--- config.mk ---
export PLATFORM = sky130hd
export DESIGN_NAME = utf8_gb2312_charset_detector_top
export DESIGN_NICKNAME = d
export VERILOG_FILES = /design/src/hw/rtl/ucd_pkg.sv /design/src/hw/rtl/utf8_gb2312_charset_detector_top.sv /design/src/hw/rtl/ucd_ctrl.sv /design/src/hw/rtl/ucd_datapath.sv
export SDC_FILE = /design/constraint.sdc
export NUM_CORES = 1
export LEC_CHECK = 0
export ABC_AREA = 1
export BUFFER_PORTS_ARGS = -buffer_cell sky130_fd_sc_hd__buf_2
export CAP_MARGIN = 20
export CORE_MARGIN = 5
export CORE_UTILIZATION = 25
export CTS_CLUSTER_SIZE = 24
export DETAILED_ROUTE_END_ITERATION = 8
export GPL_ROUTABILITY_DRIVEN = 0
export MAX_ROUTING_LAYER = met4
export SETUP_SLACK_MARGIN = 0.2
export SYNTH_ARGS = -nofsm -noshare
export SYNTH_HDL_FRONTEND = slang
export SYNTH_SLANG_ARGS = --single-unit
export TNS_END_PERCENT = 20
--- constraint.sdc ---
create_clock -name clk_i -period 12.68 [get_ports clk_i]
set_clock_uncertainty 0.1 [all_clocks]
set_input_delay 2.536 -clock clk_i [delete_from_list [all_inputs] [get_ports clk_i]]
set_output_delay 2.536 -clock clk_i [all_outputs]
set_load 0.03 [all_outputs]
--- src/hw/rtl/ucd_pkg.sv ---
`timescale 1ns / 1ps

package ucd_pkg;

  localparam int CountWidthDef = 16;
  localparam int OutCountWidth = 16;
  localparam int WinDepth      = 8;
  localparam int FillWidth     = $clog2(WinDepth + 1);
  localparam int WinIdxWidth   = $clog2(WinDepth);

  localparam logic [7:0] GbLeadMin  = 8'd161;
  localparam logic [7:0] GbLeadMax  = 8'd247;
  localparam logic [7:0] GbTrailMin = 8'd161;
  localparam logic [7:0] GbTrailMax = 8'd254;

  typedef enum logic [1:0] {
    ST_IDLE,
    ST_SCAN,
    ST_RESULT
  } ucd_state_e;

  typedef struct packed {
    logic load;   // take one byte into both scanners
    logic step;   // resolve the window head
    logic clear;  // back to reset state after the verdict
  } ucd_cmd_t;

  typedef struct packed {
    logic scan_busy;  // window head can be resolved now
  } ucd_status_t;

  function automatic logic [FillWidth-1:0] lead_ones(input logic [7:0] b);
    logic [FillWidth-1:0] n;
    logic                 run;
    n   = '0;
    run = 1'b1;
    for (int i = 7; i >= 0; i--) begin
      if (run && b[i]) begin
        n = n + FillWidth'(1);
      end else begin
        run = 1'b0;
      end
    end
    return n;
  endfunction

endpackage

--- src/hw/rtl/utf8_gb2312_charset_detector_top.sv ---
`timescale 1ns / 1ps

// Guesses whether a byte string is UTF-8 or GB2312. Bytes stream in one
// request at a time, with tuser marking a real byte and tlast closing the
// string; the closing request yields one verdict request carrying both byte
// counts, after which all state returns to reset. A byte is accepted, then
// the window logic resolves window heads until the window is found settled,
// and only then is the next request taken; while scanning it resolves one
// head per cycle in an eight-byte buffer. A request without a byte and
// without tlast changes nothing. The verdict is held until taken, and no
// byte is accepted meanwhile.
module utf8_gb2312_charset_detector_top
  import ucd_pkg::*;
#(
  parameter int COUNT_WIDTH = CountWidthDef
) (
  input  logic        clk_i,
  input  logic        rst_ni,
  input  logic        s_axis_tvalid,
  output logic        s_axis_tready,
  input  logic [7:0]  s_axis_tdata,   // [7:0] data_byte
  input  logic        s_axis_tuser,   // [0] has_byte
  input  logic        s_axis_tlast,
  output logic        m_axis_tvalid,
  input  logic        m_axis_tready,
  output logic [31:0] m_axis_tdata,   // [15:0] gb_bytes, [31:16] utf8_bytes
  output logic        m_axis_tuser    // [0] is_utf8
);

  ucd_cmd_t                 cmd;
  ucd_status_t              status;
  logic [OutCountWidth-1:0] gb_bytes;
  logic [OutCountWidth-1:0] utf8_bytes;

  ucd_ctrl u_ctrl (
    .clk_i       (clk_i),
    .rst_ni      (rst_ni),
    .in_valid_i  (s_axis_tvalid),
    .in_has_i    (s_axis_tuser),
    .in_last_i   (s_axis_tlast),
    .in_ready_o  (s_axis_tready),
    .out_valid_o (m_axis_tvalid),
    .out_ready_i (m_axis_tready),
    .status_i    (status),
    .cmd_o       (cmd)
  );

  ucd_datapath #(
    .COUNT_WIDTH (COUNT_WIDTH)
  ) u_datapath (
    .clk_i        (clk_i),
    .rst_ni       (rst_ni),
    .cmd_i        (cmd),
    .byte_i       (s_axis_tdata),
    .status_o     (status),
    .is_utf8_o    (m_axis_tuser),
    .gb_bytes_o   (gb_bytes),
    .utf8_bytes_o (utf8_bytes)
  );

  assign m_axis_tdata = {utf8_bytes, gb_bytes};

endmodule

--- src/hw/rtl/ucd_ctrl.sv ---
`timescale 1ns / 1ps

module ucd_ctrl
  import ucd_pkg::*;
(
  input  logic        clk_i,
  input  logic        rst_ni,
  input  logic        in_valid_i,
  input  logic        in_has_i,
  input  logic        in_last_i,
  output logic        in_ready_o,
  output logic        out_valid_o,
  input  logic        out_ready_i,
  input  ucd_status_t status_i,
  output ucd_cmd_t    cmd_o
);

  ucd_state_e state_q, state_d;
  logic       last_q, last_d;
  logic       in_acc;

  assign in_acc = in_valid_i && in_ready_o;

  always_comb begin
    state_d = state_q;
    last_d  = last_q;
    unique case (state_q)
      ST_IDLE: begin
        if (in_valid_i) begin
          last_d = in_last_i;
          if (in_has_i) begin
            state_d = ST_SCAN;
          end else if (in_last_i) begin
            state_d = ST_RESULT;
          end
        end
      end
      ST_SCAN: begin
        if (!status_i.scan_busy) begin
          state_d = last_q ? ST_RESULT : ST_IDLE;
        end
      end
      ST_RESULT: begin
        if (out_ready_i) begin
          state_d = ST_IDLE;
          last_d  = 1'b0;
        end
      end
      default: state_d = ST_IDLE;
    endcase
  end

  always_comb begin
    in_ready_o  = 1'b0;
    out_valid_o = 1'b0;
    cmd_o       = '0;
    unique case (state_q)
      ST_IDLE: begin
        in_ready_o = 1'b1;
        cmd_o.load = in_acc && in_has_i;
      end
      ST_SCAN: begin
        cmd_o.step = status_i.scan_busy;
      end
      ST_RESULT: begin
        out_valid_o = 1'b1;
        cmd_o.clear = out_ready_i;
      end
      default: ;
    endcase
  end

  always_ff @(posedge clk_i or negedge rst_ni) begin
    if (!rst_ni) begin
      state_q <= ST_IDLE;
      last_q  <= 1'b0;
    end else begin
      state_q <= state_d;
      last_q  <= last_d;
    end
  end

endmodule

--- src/hw/rtl/ucd_datapath.sv ---
`timescale 1ns / 1ps

module ucd_datapath
  import ucd_pkg::*;
#(
  parameter int COUNT_WIDTH = CountWidthDef
) (
  input  logic                     clk_i,
  input  logic                     rst_ni,
  input  ucd_cmd_t                 cmd_i,
  input  logic [7:0]               byte_i,
  output ucd_status_t              status_o,
  output logic                     is_utf8_o,
  output logic [OutCountWidth-1:0] gb_bytes_o,
  output logic [OutCountWidth-1:0] utf8_bytes_o
);

  logic [COUNT_WIDTH-1:0] gb_q, gb_d;
  logic [COUNT_WIDTH-1:0] utf_q, utf_d;
  logic                   pend_q, pend_d;
  logic [FillWidth-1:0]   fill_q, fill_d;
  logic [7:0]             win_q [WinDepth];
  logic [7:0]             win_d [WinDepth];

  logic [FillWidth-1:0]   head_n;
  logic                   tails_ok;
  logic [FillWidth-1:0]   drop_k;
  logic [COUNT_WIDTH:0]   gb_sum;
  logic [COUNT_WIDTH:0]   utf_sum;
  logic                   is_trail;
  logic                   is_lead;

  assign head_n   = lead_ones(win_q[0]);
  assign is_trail = (byte_i >= GbTrailMin) && (byte_i <= GbTrailMax);
  assign is_lead  = (byte_i >= GbLeadMin) && (byte_i <= GbLeadMax);

  assign status_o.scan_busy = (fill_q != '0) &&
                              ((head_n < FillWidth'(2)) || (fill_q >= head_n));

  always_comb begin
    tails_ok = 1'b1;
    for (int j = 1; j < WinDepth; j++) begin
      if ((FillWidth'(j) < head_n) && !win_q[j][7]) begin
        tails_ok = 1'b0;
      end
    end
  end

  assign gb_sum  = {1'b0, gb_q} + (COUNT_WIDTH + 1)'(2);
  assign utf_sum = {1'b0, utf_q} + (COUNT_WIDTH + 1)'(head_n);

  always_comb begin
    gb_d   = gb_q;
    utf_d  = utf_q;
    pend_d = pend_q;
    fill_d = fill_q;
    win_d  = win_q;
    drop_k = FillWidth'(1);
    if (cmd_i.clear) begin
      gb_d   = '0;
      utf_d  = '0;
      pend_d = 1'b0;
      fill_d = '0;
    end else if (cmd_i.load) begin
      if (pend_q && is_trail) begin
        gb_d   = gb_sum[COUNT_WIDTH] ? '1 : gb_sum[COUNT_WIDTH-1:0];
        pend_d = 1'b0;
      end else begin
        pend_d = is_lead;
      end
      // fill never exceeds WinDepth-1 between bytes
      win_d[fill_q[WinIdxWidth-1:0]] = byte_i;
      fill_d = fill_q + FillWidth'(1);
    end else if (cmd_i.step) begin
      if (head_n >= FillWidth'(2) && tails_ok) begin
        drop_k = head_n;
        utf_d  = utf_sum[COUNT_WIDTH] ? '1 : utf_sum[COUNT_WIDTH-1:0];
      end
      for (int i = 0; i < WinDepth; i++) begin
        if ((i + int'(drop_k)) < WinDepth) begin
          win_d[i] = win_q[WinIdxWidth'(i + int'(drop_k))];
        end
      end
      fill_d = (drop_k >= fill_q) ? '0 : fill_q - drop_k;
    end
  end

  always_ff @(posedge clk_i or negedge rst_ni) begin
    if (!rst_ni) begin
      gb_q   <= '0;
      utf_q  <= '0;
      pend_q <= 1'b0;
      fill_q <= '0;
    end else begin
      gb_q   <= gb_d;
      utf_q  <= utf_d;
      pend_q <= pend_d;
      fill_q <= fill_d;
    end
  end

  always_ff @(posedge clk_i) begin
    win_q <= win_d;
  end

  assign is_utf8_o = utf_q > gb_q;

  if (COUNT_WIDTH >= OutCountWidth) begin : g_trunc
    assign gb_bytes_o   = gb_q[OutCountWidth-1:0];
    assign utf8_bytes_o = utf_q[OutCountWidth-1:0];
  end else begin : g_ext
    assign gb_bytes_o   = {{(OutCountWidth - COUNT_WIDTH){1'b0}}, gb_q};
    assign utf8_bytes_o = {{(OutCountWidth - COUNT_WIDTH){1'b0}}, utf_q};
  end

endmodule
==> metrics.md <==
| Metric | Value |
|---|---|
| Status | completed |
| Setup violators final | 0 |
| Antenna violations before repair | 0 |
| Primary FF master, synth | edfxtp_1 |
| Die span in x | 199 um |
| Worst-Margin Slew | 1.09 ns |
| Final WS setup | approximately 5.4 ns |
| Reg area | slightly below 3000 sq um |
| Clock transition at the registers of the reported paths | 0.07 ns |
| Layout cells sized above 1 | 7.81% |
| Pleak | 4.69 nW |
| CTS sink count | 104 |
| Achievable Freq | roughly 140 MHz |
| Bufs on Longest Clock Path | 2 |
| Crit path launch type | register |
| Crit path kind | reg2reg |
| Largest net degree at the start of global routing | 82 |
| Worst path arrival time | 7.22 ns |
| Hold Fails Final Rpt | 0 |
| Setup WS pre-CTS | 5.46 ns |
| Routed vias | 9,318 |
| Antenna Nets Post-Route | 0 |
| DRT Pass-1 Iters | 7 |
| Min Clock Period, post-route | 7.33 ns |
| # Max-Cap Violations | 0 |
| Peak supply drop | 131 uV |
| Initial Util | 25.2% |
| PostCTS Resize Cnt | 0 |
| Die area | 39,700 sq um |
| Via density | 5.20 |
| Vias in the first global route | 8,753 |
| Worst setup EP type | register |
| Antenna diodes | 0 |
| GRT Overall Usage | 15.2% |
| Clock latency on the worst-skew pair | 0.37 ns |
| Sequential area share after synthesis | 32.6% |
| FP Rows | 69 |
| RSZ-0062 raised after global routing | no |
| Cts bufs inserted | 9 |
| Area of the multi-input gates | 5190 sq um |
| Ys async rst share | 38.5% |
| Crit path max fanout | 69 |
| Mapped Area | 8960 sq um |
| Min-delay worst type | reg2reg |
| Starting DRT DRC Count | 740 |
| Port Buffers | 48 |
| First-pass GRT wire length | 47.1 mm |
| Area delta synth->final | 11.1% |
| Hold buffer count at CTS | 0 |
| Drt drc | 0 |
| Root Buffer | clkbuf_16 |
| CTS H-Tree Depth | 3 |
| Cell variety after synth | 46 |
| I/O Pins | 49 |
| Flop and latch count out of synthesis | 104 |
| CP Data Required Time | 12.57 ns |
| Rel. slew slack | 27.3% |
| Mapped Cells | between 1,000 and 1,500 |
| Syn Nets | 1,380 |
| DP Wirelength | 20.5 mm |
| Overflow after GRT | 0 |
| Number of synthesized flops with an enable pin | 64 |
| Layout filler cell count | 3,855 |
| Fin crit share | 57.8% |
| Worst hold slack | ~0.40 ns |
| Mean Syn Cell Area | 6.79 sq um |
| Core Region | 35,500 sq um |
| Die Ht | 199 um |
| Final wirelength | 29.7 mm |
| Wirelength per Cell | 16.6 um |
| Nets | 1,386 |
| YS warnings | 0 |
| Post-CTS Setup Bufs | 0 |
| TritonCTS clock tree | yes |
| Power per Cell Area | 230 nW/um^2 |
| Slew Limit Fails | 0 |
| Fin Setup TNS | 0 ns |
critical path: stages (launching register included):
cell      delay [ns]
edfxtp_1        0.46
a21boi_0        0.37
ha_1            0.31
nor2_1          0.10
nor2_1          0.06
ha_1            0.29
a21oi_1         0.15
ha_1            0.25
nand2_1         0.11
nand3_1         0.14
ha_1            0.22
inv_1           0.05
nor2_1          0.04
nand3b_1        0.15
nand2_1         0.19
nand3_1         0.10
nand2_1         0.07
nand2_1         0.09
nor2_4          0.09
buf_4           0.62
nand2_2         0.70
inv_2           0.79
ha_1            0.29
inv_1           0.07
nor2_1          0.13
o21ai_0         0.10
a21oi_1         0.86
registers in the layout, indices dropped and copies added (netlist names):
| register | count |
|---|---|
| u_datapath.fill_q | 4 |
| u_datapath.gb_bytes_o | 16 |
| u_ctrl.last_q | 1 |
| u_datapath.win_q | 64 |
| u_datapath.utf8_bytes_o | 16 |
| u_datapath.pend_q | 1 |
| u_ctrl.state_q | 2 |
cell usage after synthesis (all sizes together) (3+ instances only):
| library cell | n | share of area (%) |
|---|---|---|
| a21oi | 31 | 1.7 |
| nor2 | 58 | 2.6 |
| edfxtp | 64 | 21 |
| a211oi | 3 | 0.25 |
| buf | 37 | 2.2 |
| a31oi | 8 | 0.56 |
| clkinv | 4 | 0.17 |
| nor4 | 8 | 0.56 |
| inv | 150 | 6.3 |
| ha | 44 | 6.1 |
| nand4 | 13 | 0.98 |
| o21ai | 38 | 2.1 |
| o22ai | 19 | 1.3 |
| xor2 | 14 | 1.4 |
| dfrtp | 40 | 11 |
| o2111ai | 4 | 0.39 |
| nand2 | 302 | 13 |
| a21boi | 3 | 0.25 |
| clkbuf | 30 | 1.3 |
| nand3 | 409 | 23 |
| nor3 | 21 | 1.2 |
| a32o | 3 | 0.34 |
per-layer routing:
metal	part of all wire, %	GRT usage, %	routed length [um]
met1	44	19.8	13100
met5	0	-	0
met3	6.3	1.53	1890
met2	46	24.3	13800
met4	3.4	6.61	1020
power by group:
| group | switching (mW) | internal (mW) | leakage [nW] | total, mW |
|---|---|---|---|---|
| clock | 0.138 | 0.168 | 0.161 | 0.306 |
| sequential | 0.0933 | 0.552 | 1.12 | 0.645 |
| combinational | 0.927 | 0.408 | 3.41 | 1.34 |
| total | 1.16 | 1.13 | 4.69 | 2.29 |
worst paths after layout:
kind | cells past startpoint | endpoint | startpoint | slack, ns
max | 26 | u_datapath.win_q[41]$_DFFE_PP_ | u_datapath.win_q[62]$_DFFE_PP_ | 5.35
min | 1 | u_ctrl.last_q$_DFFE_PN0P_ | u_ctrl.last_q$_DFFE_PN0P_ | 0.40
max reg2reg | 26 | u_datapath.win_q[41]$_DFFE_PP_ | u_datapath.win_q[62]$_DFFE_PP_ | 5.35
min reg2reg | 1 | u_ctrl.last_q$_DFFE_PN0P_ | u_ctrl.last_q$_DFFE_PN0P_ | 0.40
max in group asynchronous | 1 | u_datapath.utf8_bytes_o[2]$_DFFE_PN0P_ | rst_ni | 9.68
min in group asynchronous | 1 | u_datapath.gb_bytes_o[10]$_DFFE_PN0P_ | rst_ni | 2.21
placed cells by master (no fill, tap or decap), types with 3 or more instances in the layout:
| cell type | n |
|---|---|
| nand3_1 | 407 |
| nand2_1 | 293 |
| inv_1 | 146 |
| edfxtp_1 | 64 |
| nor2_1 | 56 |
| buf_2 | 48 |
| ha_1 | 44 |
| dfrtp_1 | 40 |
| o21ai_0 | 31 |
| a21oi_1 | 30 |
| nor3_1 | 19 |
| o22ai_1 | 19 |
| xor2_1 | 14 |
| buf_4 | 13 |
| nand4_1 | 12 |
| clkbuf_16 | 10 |
| nand2_2 | 9 |
| a31oi_1 | 7 |
| o21ai_1 | 7 |
| nor4_1 | 6 |
| inv_2 | 4 |
| clkinv_1 | 4 |
| o2111ai_1 | 4 |
| clkbuf_8 | 4 |
| a211oi_1 | 3 |
| a32o_1 | 3 |
cell type report:
cell class | instances | share of cell area (%)
multi-input cells | 995 | 52.1
repair buffers | 62 | 3.67
flip-flops and latches | 104 | 29.4
clock inverters | 2 | 0.151
clock buffers | 14 | 3.07
inverters | 154 | 5.81
well taps | 461 | 5.80
kinds of logic (layout without fill, tap and decap cells):
logic type | after synthesis | count (layout) | synth area share [%]
DFF | 104 | 104 | 32.6
xor gates and xnor gates | 14 | 14 | 1.37
AOI/OAI and AO/OA | 120 | 120 | 7.99
buffers and inverters | 221 | 232 | 9.93
adders and majority gates | 46 | 46 | 6.59
and+or+nand+nor | 815 | 815 | 41.5
stage by stage:
| stage | std cells | power (mW) | util (%) | area [sq um] |
|---|---|---|---|---|
| 2_1_floorplan | 1320 | 1.61 | - | 8960 |
| 3_3_place_gp | 1773 | 1.94 | 27.0 | 9590 |
| 3_5_place_dp | 1774 | 1.96 | 27.0 | 9590 |
| 4_1_cts | 1790 | 2.27 | 27.9 | 9910 |
| 5_1_grt | 1792 | 2.48 | 28.0 | 9950 |
| 6_report | 1792 | 2.29 | 28.0 | 9950 |
(Power assumes the default switching activity.)
